**config.mk**
```make
export PLATFORM = sky130hd
export DESIGN_NAME = ps2_mouse_position_tracker_unit
export DESIGN_NICKNAME = d
export VERILOG_FILES = /design/src/rtl/ps2mpt_pkg.sv /design/src/rtl/ps2_mouse_position_tracker_unit.sv /design/src/rtl/ps2mpt_framer.sv /design/src/rtl/ps2mpt_fifo.sv /design/src/rtl/ps2mpt_accum.sv
export SDC_FILE = /design/constraint.sdc
export NUM_CORES = 1
export LEC_CHECK = 0
export BUFFER_PORTS_ARGS = -buffer_cell sky130_fd_sc_hd__buf_2
export CAP_MARGIN = 25
export CORE_MARGIN = 5
export CORE_UTILIZATION = 40
export DETAILED_ROUTE_END_ITERATION = 8
export GPL_ROUTABILITY_DRIVEN = 0
export PLACE_DENSITY_LB_ADDON = 0.3
export SLEW_MARGIN = 10
export SYNTH_ARGS = -nofsm -noshare
export SYNTH_HDL_FRONTEND = slang
export SYNTH_SLANG_ARGS = --single-unit
```
**constraint.sdc**
```tcl
create_clock -name clk -period 14.4 [get_ports clk]
set_input_delay 1.44 -clock clk [delete_from_list [all_inputs] [get_ports clk]]
set_output_delay 1.44 -clock clk [all_outputs]
set_load 0.005 [all_outputs]
```
**src/rtl/ps2mpt_pkg.sv**
```systemverilog
// Shared types and constants for the PS/2 mouse position tracker.
// No dependencies; imported by the top level, the framer and the accumulator.
`timescale 1ns / 1ps

package ps2mpt_pkg;

  localparam int unsigned COORD_W        = 10;
  localparam int unsigned BUTTON_W       = 3;
  localparam int unsigned BYTE_W         = 8;
  localparam int unsigned CFG_INDEX_W    = 2;
  localparam int unsigned PKT_FIFO_DEPTH = 4;

  localparam logic [BYTE_W-1:0]   FRAME_BIT   = 8'h08;
  localparam logic [BYTE_W-1:0]   BUTTON_MASK = 8'h07;
  localparam logic [COORD_W-1:0]  LIMIT_RESET = 10'd300;
  localparam logic [COORD_W-1:0]  X_RESET     = 10'd40;
  localparam logic [COORD_W-1:0]  Y_RESET     = 10'd12;

  // Configuration register indexes
  localparam logic [CFG_INDEX_W-1:0] REG_X_LIMIT = 2'd0;
  localparam logic [CFG_INDEX_W-1:0] REG_Y_LIMIT = 2'd1;

  // Byte position inside a packet
  typedef enum logic [1:0] {
    PH_FLAGS,
    PH_DX,
    PH_DY
  } phase_t;

  // One complete packet handed from the framer to the accumulator
  typedef struct packed {
    logic [BUTTON_W-1:0]     buttons;
    logic signed [BYTE_W-1:0] dx;
    logic signed [BYTE_W-1:0] dy;
  } pkt_t;

  localparam int unsigned PKT_W = $bits(pkt_t);

endpackage

```
**src/rtl/ps2_mouse_position_tracker_unit.sv**
```systemverilog
// Top level of the PS/2 mouse position tracker.
// Depends on ps2mpt_pkg, ps2mpt_framer, ps2mpt_fifo and ps2mpt_accum.
`timescale 1ns / 1ps

// Usage
//   Input channel: drive one received device byte on in_rx_byte with in_push;
//   the transaction completes at a clock edge where in_full is low. Bytes of
//   a packet (flags, X delta, Y delta) may arrive in consecutive cycles; a
//   flags byte with bit 3 clear is dropped to regain framing.
//   Result channel: after the third byte of a packet one result appears;
//   while out_empty is low, out_pos_x, out_pos_y and out_button_bits hold it
//   and an edge with out_pop high takes it.
//   Path: a completed packet is written into the packet queue and then into
//   the result register, when the result slot is free or drained.
//   Throughput: one byte per cycle, no gap between packets, while in_full is
//   low; the accumulator takes one packet per cycle unless its result waits.
//   Stalls: while the result is not taken, completed packets wait in a
//   FIFO_DEPTH-entry queue; in_full is high only while a third byte is due
//   and that queue is full, so first and second bytes are still accepted.
//   Configuration: cfg_we with cfg_index 0 (X limit) or 1 (Y limit) writes
//   cfg_wdata; other indexes are ignored. Write only while idle.
//   Reset (synchronous, rst_n low): position 40,12, buttons clear, limits 300,
//   framing back to the flags byte, queues empty.
module ps2_mouse_position_tracker_unit #(
  parameter int unsigned FIFO_DEPTH = ps2mpt_pkg::PKT_FIFO_DEPTH
) (
  input  logic                               clk,
  input  logic                               rst_n,
  input  logic                               in_push,
  output logic                               in_full,
  input  logic [ps2mpt_pkg::BYTE_W-1:0]      in_rx_byte,
  output logic                               out_empty,
  input  logic                               out_pop,
  output logic [ps2mpt_pkg::COORD_W-1:0]     out_pos_x,
  output logic [ps2mpt_pkg::COORD_W-1:0]     out_pos_y,
  output logic [ps2mpt_pkg::BUTTON_W-1:0]    out_button_bits,
  input  logic                               cfg_we,
  input  logic [ps2mpt_pkg::CFG_INDEX_W-1:0] cfg_index,
  input  logic [ps2mpt_pkg::COORD_W-1:0]     cfg_wdata
);
  import ps2mpt_pkg::*;

  logic        fr_push, q_full, q_empty, q_pop;
  pkt_t        fr_pkt, q_pkt;
  logic [PKT_W-1:0] q_rdata;

  ps2mpt_framer u_framer (
    .clk        (clk),
    .rst_n      (rst_n),
    .in_push    (in_push),
    .in_full    (in_full),
    .in_rx_byte (in_rx_byte),
    .pkt_push   (fr_push),
    .pkt_full   (q_full),
    .pkt_data   (fr_pkt)
  );

  ps2mpt_fifo #(
    .DATA_W (PKT_W),
    .DEPTH  (FIFO_DEPTH)
  ) u_fifo (
    .clk   (clk),
    .rst_n (rst_n),
    .push  (fr_push),
    .wdata (fr_pkt),
    .full  (q_full),
    .pop   (q_pop),
    .rdata (q_rdata),
    .empty (q_empty)
  );

  assign q_pkt = pkt_t'(q_rdata);

  ps2mpt_accum u_accum (
    .clk             (clk),
    .rst_n           (rst_n),
    .cfg_we          (cfg_we),
    .cfg_index       (cfg_index),
    .cfg_wdata       (cfg_wdata),
    .pkt_empty       (q_empty),
    .pkt_data        (q_pkt),
    .pkt_pop         (q_pop),
    .out_empty       (out_empty),
    .out_pop         (out_pop),
    .out_pos_x       (out_pos_x),
    .out_pos_y       (out_pos_y),
    .out_button_bits (out_button_bits)
  );

endmodule

```
**src/rtl/ps2mpt_framer.sv**
```systemverilog
// Front part: tracks the byte phase, drops unframed flags bytes and
// assembles complete packets. Depends on ps2mpt_pkg.
`timescale 1ns / 1ps

module ps2mpt_framer (
  input  logic                         clk,
  input  logic                         rst_n,
  input  logic                         in_push,
  output logic                         in_full,
  input  logic [ps2mpt_pkg::BYTE_W-1:0] in_rx_byte,
  output logic                         pkt_push,
  input  logic                         pkt_full,
  output ps2mpt_pkg::pkt_t             pkt_data
);
  import ps2mpt_pkg::*;

  phase_t              phase_r, phase_nxt;
  logic [BYTE_W-1:0]   flags_r;
  logic [BYTE_W-1:0]   dx_r;
  logic                accept;

  // Stall only when the third byte has nowhere to go
  assign in_full = pkt_full && (phase_r == PH_DY);
  assign accept  = in_push && !in_full;

  // Next phase
  always_comb begin
    phase_nxt = phase_r;
    if (accept) begin
      unique case (phase_r)
        PH_FLAGS: phase_nxt = ((in_rx_byte & FRAME_BIT) != '0) ? PH_DX : PH_FLAGS;
        PH_DX:    phase_nxt = PH_DY;
        PH_DY:    phase_nxt = PH_FLAGS;
        default:  phase_nxt = PH_FLAGS;
      endcase
    end
  end

  // Packet outputs
  always_comb begin
    pkt_push         = accept && (phase_r == PH_DY);
    pkt_data.buttons = flags_r[BUTTON_W-1:0] & BUTTON_MASK[BUTTON_W-1:0];
    pkt_data.dx      = dx_r;
    pkt_data.dy      = in_rx_byte;
  end

  always_ff @(posedge clk) begin
    if (!rst_n) begin
      phase_r <= PH_FLAGS;
    end else begin
      phase_r <= phase_nxt;
    end
  end

  // Capture flags and X delta bytes
  always_ff @(posedge clk) begin
    if (accept && (phase_r == PH_FLAGS)) begin
      flags_r <= in_rx_byte;
    end
    if (accept && (phase_r == PH_DX)) begin
      dx_r <= in_rx_byte;
    end
  end

endmodule

```
**src/rtl/ps2mpt_fifo.sv**
```systemverilog
// Short packet queue between the framer and the accumulator.
// Generic width and depth; no dependencies.
`timescale 1ns / 1ps

module ps2mpt_fifo #(
  parameter int unsigned DATA_W = 8,
  parameter int unsigned DEPTH  = 4
) (
  input  logic              clk,
  input  logic              rst_n,
  input  logic              push,
  input  logic [DATA_W-1:0] wdata,
  output logic              full,
  input  logic              pop,
  output logic [DATA_W-1:0] rdata,
  output logic              empty
);

  localparam int unsigned PTR_W = (DEPTH > 1) ? $clog2(DEPTH) : 1;
  localparam int unsigned CNT_W = $clog2(DEPTH + 1);
  localparam logic [PTR_W-1:0] LAST_PTR = PTR_W'(DEPTH - 1);
  localparam logic [CNT_W-1:0] FULL_CNT = CNT_W'(DEPTH);

  logic [DATA_W-1:0] mem_r [DEPTH];
  logic [PTR_W-1:0]  wr_ptr_r, rd_ptr_r;
  logic [CNT_W-1:0]  count_r;
  logic              do_push, do_pop;

  assign full    = (count_r == FULL_CNT);
  assign empty   = (count_r == '0);
  assign do_push = push && !full;
  assign do_pop  = pop && !empty;
  assign rdata   = mem_r[rd_ptr_r];

  // Advance pointers and occupancy
  always_ff @(posedge clk) begin
    if (!rst_n) begin
      wr_ptr_r <= '0;
      rd_ptr_r <= '0;
      count_r  <= '0;
    end else begin
      if (do_push) begin
        wr_ptr_r <= (wr_ptr_r == LAST_PTR) ? '0 : wr_ptr_r + 1'b1;
      end
      if (do_pop) begin
        rd_ptr_r <= (rd_ptr_r == LAST_PTR) ? '0 : rd_ptr_r + 1'b1;
      end
      unique case ({do_push, do_pop})
        2'b10:   count_r <= count_r + 1'b1;
        2'b01:   count_r <= count_r - 1'b1;
        default: count_r <= count_r;
      endcase
    end
  end

  // Store entries
  always_ff @(posedge clk) begin
    if (do_push) begin
      mem_r[wr_ptr_r] <= wdata;
    end
  end

  a_count_bound: assert property (@(posedge clk) disable iff (!rst_n)
    count_r <= FULL_CNT) else $error("packet queue over-filled");

  a_no_push_full: assert property (@(posedge clk) disable iff (!rst_n)
    full |-> !push) else $error("push offered to a full packet queue");

  a_ptr_track: assert property (@(posedge clk) disable iff (!rst_n)
    (do_push && !do_pop) |=> (count_r == $past(count_r) + 1'b1))
    else $error("queue occupancy lost a push");

endmodule

```
**src/rtl/ps2mpt_accum.sv**
```systemverilog
// Back part: applies each packet to the position with saturation and
// holds the result register. Depends on ps2mpt_pkg.
`timescale 1ns / 1ps

module ps2mpt_accum (
  input  logic                               clk,
  input  logic                               rst_n,
  input  logic                               cfg_we,
  input  logic [ps2mpt_pkg::CFG_INDEX_W-1:0] cfg_index,
  input  logic [ps2mpt_pkg::COORD_W-1:0]     cfg_wdata,
  input  logic                               pkt_empty,
  input  ps2mpt_pkg::pkt_t                   pkt_data,
  output logic                               pkt_pop,
  output logic                               out_empty,
  input  logic                               out_pop,
  output logic [ps2mpt_pkg::COORD_W-1:0]     out_pos_x,
  output logic [ps2mpt_pkg::COORD_W-1:0]     out_pos_y,
  output logic [ps2mpt_pkg::BUTTON_W-1:0]    out_button_bits
);
  import ps2mpt_pkg::*;

  localparam int unsigned SUM_W = COORD_W + 2;

  logic [COORD_W-1:0]      x_limit_r, y_limit_r;
  logic [COORD_W-1:0]      cur_x_r, cur_y_r;
  logic [BUTTON_W-1:0]     cur_buttons_r;
  logic                    out_valid_r;
  logic signed [SUM_W-1:0] nx, ny;
  logic [COORD_W-1:0]      cx, cy;

  // Take a packet whenever the result slot is free or being drained
  assign pkt_pop   = !pkt_empty && (!out_valid_r || out_pop);
  assign out_empty = !out_valid_r;

  // Add X delta, subtract Y delta (device Y axis is inverted)
  assign nx = $signed({2'b00, cur_x_r}) + SUM_W'(pkt_data.dx);
  assign ny = $signed({2'b00, cur_y_r}) - SUM_W'(pkt_data.dy);

  // Saturate to the range from zero to the limit
  always_comb begin
    priority if (nx < 0) begin
      cx = '0;
    end else if (nx[SUM_W-2:0] > {1'b0, x_limit_r}) begin
      cx = x_limit_r;
    end else begin
      cx = nx[COORD_W-1:0];
    end
    priority if (ny < 0) begin
      cy = '0;
    end else if (ny[SUM_W-2:0] > {1'b0, y_limit_r}) begin
      cy = y_limit_r;
    end else begin
      cy = ny[COORD_W-1:0];
    end
  end

  // Limit registers
  always_ff @(posedge clk) begin
    if (!rst_n) begin
      x_limit_r <= LIMIT_RESET;
      y_limit_r <= LIMIT_RESET;
    end else if (cfg_we) begin
      if (cfg_index == REG_X_LIMIT) begin
        x_limit_r <= cfg_wdata;
      end else if (cfg_index == REG_Y_LIMIT) begin
        y_limit_r <= cfg_wdata;
      end
    end
  end

  // Position state and result slot
  always_ff @(posedge clk) begin
    if (!rst_n) begin
      cur_x_r       <= X_RESET;
      cur_y_r       <= Y_RESET;
      cur_buttons_r <= '0;
      out_valid_r   <= 1'b0;
    end else begin
      if (pkt_pop) begin
        cur_x_r       <= cx;
        cur_y_r       <= cy;
        cur_buttons_r <= pkt_data.buttons;
        out_valid_r   <= 1'b1;
      end else if (out_pop) begin
        out_valid_r   <= 1'b0;
      end
    end
  end

  assign out_pos_x       = cur_x_r;
  assign out_pos_y       = cur_y_r;
  assign out_button_bits = cur_buttons_r;

  a_no_overwrite: assert property (@(posedge clk) disable iff (!rst_n)
    (out_valid_r && !out_pop) |=> ($stable(cur_x_r) && $stable(cur_y_r)))
    else $error("result overwritten before it was taken");

  a_pop_needs_room: assert property (@(posedge clk) disable iff (!rst_n)
    pkt_pop |-> (!out_valid_r || out_pop))
    else $error("packet drained with the result slot busy");

  a_pop_gives_result: assert property (@(posedge clk) disable iff (!rst_n)
    pkt_pop |=> out_valid_r) else $error("drained packet produced no result");

endmodule
```
==> results of run 1 <==
[layout by cell type, fill, tap and decap left out, types with 18 or more instances in the layout]
| cell | instances |
|---|---|
| buf_2 | 49 |
| nand2_1 | 77 |
| dfxtp_1 | 55 |
| ha_1 | 49 |
| inv_1 | 49 |
| nor2_1 | 18 |
| edfxtp_1 | 87 |
| mux2i_1 | 19 |
| a21oi_1 | 21 |
| a21boi_0 | 19 |
[path summary, 6_finish.rpt]
check | cells past startpoint | endpoint | slack, ns | startpoint
worst min register to register | 2 | u_accum.out_button_bits[2] | 0.47 | u_accum.out_button_bits[2]
worst max register to register | 16 | u_accum.out_pos_y[2] | 9.54 | flip-flop
worst max-delay path | 16 | u_accum.out_pos_y[2] | 9.54 | flip-flop
worst min-delay path | 2 | u_accum.out_button_bits[2] | 0.47 | u_accum.out_button_bits[2]
[routing by layer]
layer	vias up	share of wire	global-route usage
met5	-	0	0
met2	93	0.49	0.256
met3	11	0.039	0.0385
met4	0	0.010	0.0450
met1	2215	0.46	0.197
li1	2282	-	-
[logic make-up after synthesis]
kind of cell             share of synthesized area
flip-flops                                   0.525
multiplexers                                0.0936
AO/OA/AOI/OAI                                0.123
adder cells (fa/ha/maj)                     0.0952
AND/OR/NAND/NOR                              0.103
buffers and inverters                       0.0391
XOR/XNOR                                    0.0198
[stage by stage]
stage / setup WS [ns] / power (uW) / area [um2]
floorplan: 9.89 / 1070 / 7070
global route: 9.20 / 1780 / 8120
finish: 9.54 / 1670 / 8120
global placement: 9.28 / 1220 / 7530
detailed placement: 9.12 / 1250 / 7530
CTS: 9.11 / 1670 / 8100
[worst max-delay path: cells and delay by family (launching register included)]
kind	cells	cell delay (ns)
compound gates	7	1.46
fa+ha+maj	3	0.96
simple gates	1	0.21
buf+inv	2	0.60
flops	1	0.30
mux	3	1.16
[power breakdown]
part	leakage [uW]	switching, uW	internal (uW)	total [uW]
clock network	0.000281	181	243	423
logic	0.00162	430	324	754
registers	0.00123	26.9	462	489
[registers in the layout, indices dropped and copies added (netlist names), named ones only]
register                 cells
u_fifo.mem_r                76
u_accum.out_valid_r          1
u_fifo.wr_ptr_r              2
u_framer.phase_r             2
u_framer.dx_r                8
u_accum.x_limit_r           10
u_fifo.count_r               3
u_accum.out_button_bits      3
u_accum.y_limit_r           10
u_accum.out_pos_y           10
u_accum.out_pos_x           10
u_fifo.rd_ptr_r              2
u_framer.flags_r             3
[final cells by class]
| cell class | instances | area [um2] | area share |
|---|---|---|---|
| clock buffer | 17 | 425 | 0.0524 |
| multi-input combinational | 383 | 3080 | 0.379 |
| sequential | 142 | 3710 | 0.457 |
| inverter | 50 | 188 | 0.0231 |
| clock inverter | 15 | 148 | 0.0182 |
| timing repair buffer | 54 | 290 | 0.0357 |
| tap | 225 | 282 | 0.0347 |
==> metrics.txt, run 1 <==
setup TNS after final layout=0 ns; list of cells traversed by the critical path=buf_4, mux4_2, ha_1, fa_1, nand3b_1, a31oi_1, mux2_2, a221oi_1, ha_1, a21o_1, a211oi_1, a31oi_1, a211oi_2, buf_4, mux2i_1, o211ai_1; Die X=143 um; total number of H-tree levels=4; CP max-delay cell=mux4_2; largest stage delay on the critical path=0.55 ns; placed insts=852; number of instances in the synthesized netlist=593; Power Density=205 nW/um2; Worst Clk Skew=0.0186 ns; Die H=143 um; residual DRC count=0; final number of hold-violating endpoints=0; vias in the first global route=4658; critical path endpoint category=flip-flop; leakage power=0.00313 uW; relative max-transition margin=0.313; clock-pin transition on the worst setup and hold timing paths=0.06 ns; CTS Root Buffer Type=clkbuf_16; Period Utilization, post-route=0.338; post-detailed-route count of antenna-violating nets=0; area added between synthesis and finish=14.9%; placement row count=48; final wirelength=14.8 mm; remaining global-route overflow=0; net count after synthesis=670; Total GRT Usage=0.153; number of antenna violations at the first check in global routing=0; Final Instance Count excl. Fillers=886; wire length of the first global-routing pass=24.0 mm; Synth Warn #=0; library cell with the highest instance count after synthesis=edfxtp_1; setup repair after global routing missed its margin=no; share of the synthesized area in the top cell type=0.370; Starting Density=0.409; netlist area before placement=7070 um2; worst path arrival time=5.12 ns; async set-or-reset flop fraction in the synthesized netlist=0; largest fanout of any net on the critical path=19; critical path class=reg2reg; worst supply voltage drop on vdd=0.0971 mV; number of max-capacitance violations reported=0; final standard cell utilization of the core=0.470; Post-CTS Setup Inserts=0; Avg Vias per Cell=5.19; final-layout fill cell count=1566; leading register cell type out of synthesis=edfxtp_1; leading post-synthesis cells by instance count=87 x edfxtp_1, 77 x nand2_1, 55 x dfxtp_1, 49 x ha_1, 49 x inv_1; Avg Cell Area, Syn=11.9 um2; worst hold path type=reg2reg; cell type contributing the most total cell area after synthesis=edfxtp_1; wire length per cell after detailed routing=16.7 um; clock tree from TritonCTS=built; FF+latch count, synth=142; clk sink count=142; final worst path period need=4.86 ns; largest net degree at the start of global routing=41; later-pin clock latency in the skew report=0.43 ns; Via Count=4601; portion of the post-synthesis area used by sequential elements=0.525; EDFF count, synth=87; number of slew-limit violations in the final report=0; Startpoint Class=flip-flop; worst path required time=14.66 ns; number of buffers added to fix hold violations after cts=0; drt initial violations=241; slew of the pin with the lowest slew margin=1.03 ns; Unique masters post-synth=61; number of buffers created by CTS=17; proportion of layout cells with a drive suffix above 1=0.179; cells taking the most area after synthesis=edfxtp_1 37%, dfxtp_1 16%, ha_1 8.7%; count of input and output buffers=49; floorplan die area=20400 um2; Hold WS=0.473 ns; HPWL after detailed placement=10.7 mm; number of primary I/O pins=50; post-CTS resize count=0; Longest Clk Path Bufs=2; Max Freq=206 MHz; run status=complete, no violations; number of nets in the layout=725; TritonRoute pass-1 iters=4; ant diodes=0; placeable core region=17300 um2; total of endpoints with negative setup slack in the final report=0
(Power assumes the default switching activity.)
==> inputs of run 2 (changes only) <==
Clock period 14.4 ns to 4.8 ns, I/O delays scaled along.
==> metrics.txt, run 2 (synthesis gave the netlist of run 1 again) <==
minimum setup slack in the final design=0.346 ns; placeable core region=17300 um2; final-layout fill cell count=1567; number of primary I/O pins=50; Avg Vias per Cell=5.30; launch point of the worst hold path=in_rx_byte[7]; worst path required time=5.10 ns; fraction of power consumed by combinational cells=0.453; clock-pin transition on the worst setup and hold timing paths=0.06 ns; total number of H-tree levels=4; number of buffers added to fix hold violations after cts=0; setup TNS after final layout=0 ns; number of slew-limit violations in the final report=0; floorplan die area=20400 um2; combined flip-flop and latch cell area=3710 um2; Die H=143 um; largest net degree at the start of global routing=41; HPWL after detailed placement=11.2 mm; final wirelength=15.3 mm; proportion of layout cells with a drive suffix above 1=0.188; clock share of power=0.264; worst hold path type=in2reg; number of nets in the layout=728; worst path arrival time=4.75 ns; clk sink count=142; residual DRC count=0; Starting Density=0.409; drt initial violations=235; Met3 Routed Length=670 um; Via Count=4711; later-pin clock latency in the skew report=0.42 ns; path depth of the worst reg2reg path=15; critical path endpoint category=flip-flop; max FFs per register=76; remaining global-route overflow=0; share of power burned in registers=0.284; total of endpoints with negative setup slack in the final report=0; largest fanout of any net on the critical path=10; switch share=0.375; pre-CTS worst setup slack=0.239 ns; Max Freq=224 MHz; final number of hold-violating endpoints=0; slew of the pin with the lowest slew margin=1.02 ns; vias in the first global route=4762; number of antenna violations at the first check in global routing=0; relative max-transition margin=0.321; Net Switching=1950 uW; Total GRT Usage=0.157; placed insts=857; Longest Clk Path Bufs=2; Post-CTS Setup Inserts=0; number of buffers created by CTS=17; Die X=143 um; placement row count=48; area added between synthesis and finish=16.2%; final worst path period need=4.45 ns; Final Instance Count excl. Fillers=889; uppermost metal layer occupied by signal nets=met4; CTS Root Buffer Type=clkbuf_16; leakage power=0.00317 uW; clock tree from TritonCTS=built; area of the multi-input gates=3100 um2; number of max-capacitance violations reported=0; setup repair after global routing missed its margin=no; Period Utilization, post-route=0.928; leading cell types in the layout, fill and taps excluded=87 x edfxtp_1, 77 x nand2_1, 55 x dfxtp_1; Power Density=632 nW/um2; count of input and output buffers=49; most common cell after layout, fill and taps aside=edfxtp_1; wire length of the first global-routing pass=24.8 mm; TritonRoute pass-1 iters=5; wire length per cell after detailed routing=17.2 um; met2 wire len=7.50 mm; post-detailed-route count of antenna-violating nets=0; run status=complete, no violations; critical path class=reg2reg; worst supply voltage drop on vdd=0.277 mV; Min-Delay Path Depth=1; Int Pwr=3250 uW; ant diodes=0; Worst Clk Skew=0.00649 ns; routed metal-1 wirelength=6.91 mm; post-CTS resize count=0; Startpoint Class=flip-flop; register with the most flip-flops=u_fifo.mem_r
==> run 2: final cells by class <==
type / instances / share of cell area
Sequential cell: 142 / 0.452
Multi-Input combinational cell: 383 / 0.378
Clock inverter: 13 / 0.0213
Tap cell: 225 / 0.0343
Clock buffer: 19 / 0.0539
Timing Repair Buffer: 57 / 0.0376
Inverter: 50 / 0.0229
==> run 2: routing by layer <==
metal,up-vias,track usage
met2,107,0.258
met1,2300,0.202
met5,-,0
met4,0,0.0535
met3,18,0.0425
li1,2286,-
==> run 2: through the flow <==
stage           util  hold slack (ns)  total power (uW)  cell area [um2]
3_5_place_dp   0.437            0.461              3800             7570
3_3_place_gp   0.437            0.455              3740             7570
2_1_floorplan      -            0.455              3220             7070
5_1_grt        0.475            0.296              5550             8210
4_1_cts        0.473            0.294              5190             8180
6_report       0.475            0.302              5190             8210
==> run 2: path summary, 6_finish.rpt <==
path / to / slack (ns)
min reg2reg: u_accum.out_button_bits[2] / 0.47
max: u_accum.out_pos_y[4] / 0.35
min: u_fifo.mem_r[3][7] / 0.30
max reg2reg: u_accum.out_pos_y[4] / 0.35
==> run 2: power groups by stage <==
stage	clock network [uW]	logic [uW]	registers, uW
2_1_floorplan	0	1750	1470
6_report	1370	2350	1470
3_3_place_gp	0	2240	1490
5_1_grt	1460	2610	1490
4_1_cts	1400	2320	1470
3_5_place_dp	0	2310	1500
==> run 2: critical path, stage by stage, from the launching register on <==
cell and delay (ns):
dfxtp_1 0.40, mux4_2 0.52, ha_1 0.22, fa_1 0.40, nand3b_1 0.22, a31oi_2 0.27
mux2_2 0.37, a221oi_2 0.21, ha_1 0.31, a21o_1 0.19, a211oi_1 0.23, a31oi_1 0.14
a211oi_2 0.35, buf_6 0.21, mux2i_1 0.19, o21ai_0 0.09
==> inputs of run 3 (changes only) <==
Clock period 4.8 ns to 4.5 ns, I/O delays scaled along.
==> metrics.txt, run 3 (synthesis gave the netlist of run 1 again) <==
run status=complete, no violations; crit-path most repeated cell=a211oi_2; max FFs per register=76; clock tree from TritonCTS=built; final number of hold-violating endpoints=0; number of max-capacitance violations reported=0; worst hold path type=in2reg; Post-DP Area=7610 um2; kind of cell adding the most delay to the critical path=compound AO/OA/AOI/OAI gates; HPWL after detailed placement=11.5 mm; placeable core region=17300 um2; number of buffers added to fix hold violations after cts=0; Most Crowded Layer GR=met2; leakage power=0.00321 uW; drt initial violations=300; vias in the first global route=4743; number of primary I/O pins=50; critical path endpoint category=flip-flop; largest net degree at the start of global routing=41; Die X=143 um; post-route cell area=8320 um2; met3 track demand over resource in global routing=0.0301; final worst path period need=4.25 ns; Buf+Inv Stages, Crit Path=1; placement row count=48; critical path class=reg2reg; Period Utilization, post-route=0.945; total of endpoints with negative setup slack in the final report=0; CP max-delay cell=mux4_2; number of slew-limit violations in the final report=0; residual DRC count=0; post-detailed-route count of antenna-violating nets=0; relative max-transition margin=0.332; total number of H-tree levels=4; number of buffers created by CTS=17; clk sink count=142; area of the multi-input gates=3140 um2; Total GRT Usage=0.158; setup TNS after final layout=0 ns; combined flip-flop and latch cell area=3720 um2; slew of the pin with the lowest slew margin=1.00 ns; leading cell types in the layout, fill and taps excluded=87 x edfxtp_1, 77 x nand2_1, 54 x dfxtp_1; Avg Vias per Cell=5.28; worst path required time=4.76 ns; CTS Root Buffer Type=clkbuf_16; final wirelength=15.6 mm; Die H=143 um; remaining global-route overflow=0; wire length of the first global-routing pass=24.7 mm; Worst Clk Skew=0.00792 ns; Via Count=4763; floorplan die area=20400 um2; pre-CTS worst setup slack=0.0311 ns; Startpoint Class=flip-flop; area added between synthesis and finish=17.8%; Starting Density=0.409; later-pin clock latency in the skew report=0.42 ns; list of cells traversed by the critical path=mux4_2, ha_2, fa_1, nand3b_1, a31oi_4, mux2_2, a221oi_4, ha_1, a21o_1, a211oi_2, a31oi_1, a211oi_2, buf_4, mux2i_1, o211ai_1; setup repair after global routing missed its margin=no; worst supply voltage drop on vdd=0.303 mV; minimum setup slack in the final design=0.248 ns; Max Freq=235 MHz; TritonRoute pass-1 iters=5; final-layout fill cell count=1565; largest fanout of any net on the critical path=4; register with the most flip-flops=u_fifo.mem_r; Longest Clk Path Bufs=2; Power Density=672 nW/um2; worst path arrival time=4.51 ns; largest stage delay on the critical path=0.50 ns; proportion of layout cells with a drive suffix above 1=0.208; wire length per cell after detailed routing=17.3 um; most common cell after layout, fill and taps aside=edfxtp_1; number of nets in the layout=741; ant diodes=0; count of input and output buffers=49; M2 GR Usage=0.267; number of antenna violations at the first check in global routing=0; clock-pin transition on the worst setup and hold timing paths=0.06 ns; fraction of met1 tracks used by global routing=0.202
==> run 3: cell count changes in the layout (fill, tap and decap cells not counted), sizes merged <==
cell | before | now
inv | 54 | 55
clkinvlp | 1 | 2
bufinv | 3 | 1
buf | 57 | 70
==> run 3: timing repair <==
| item | CTS | global route |
|---|---|---|
| setup endpoints to repair | 0 | 20 |
| setup buffers | 0 | 8 |
| resized for setup | 0 | 17 |
==> run 3: metrics by stage <==
stage          hold WS (ns)   util  std cells  power [uW]
4_1_cts               0.258  0.473        893        5450
3_5_place_dp          0.469  0.440        861        4090
5_1_grt               0.258  0.481        902        5980
2_1_floorplan         0.455      -        593        3440
3_3_place_gp          0.455  0.438        859        4000
6_report              0.267  0.481        902        5590
==> run 3: final cells by class <==
class                   count  area share
repair buffers             70      0.0525
clock inverters            13      0.0159
flip-flops and latches    142       0.447
inverters                  50      0.0225
clock buffers              19      0.0520
well taps                 225      0.0338
multi-input cells         383       0.377
==> run 3: final timing paths <==
kind,from,end,slack (ns),cells past startpoint
max reg2reg,flip-flop,u_accum.out_pos_y[2],0.25,15
min,in_rx_byte[5],u_fifo.mem_r[3][5],0.27,1
min reg2reg,u_accum.out_button_bits[0],u_accum.out_button_bits[0],0.48,2
max,flip-flop,u_accum.out_pos_y[2],0.25,15
==> run 3: layer usage <==
metal / part of all wire / vias to the layer above
li1: - / 2308
met1: 0.45 / 2337
met2: 0.49 / 99
met3: 0.038 / 19
met4: 0.017 / 0
met5: 0 / -
==> run 3: where the power goes <==
| part | total (uW) | internal (uW) | switching, uW | leakage (uW) |
|---|---|---|---|---|
| Sequential | 1570 | 1480 | 89.8 | 0.00123 |
| Clock | 1350 | 774 | 573 | 0.000270 |
| Combinational | 2670 | 1200 | 1470 | 0.00171 |
| Total | 5590 | 3460 | 2140 | 0.00321 |
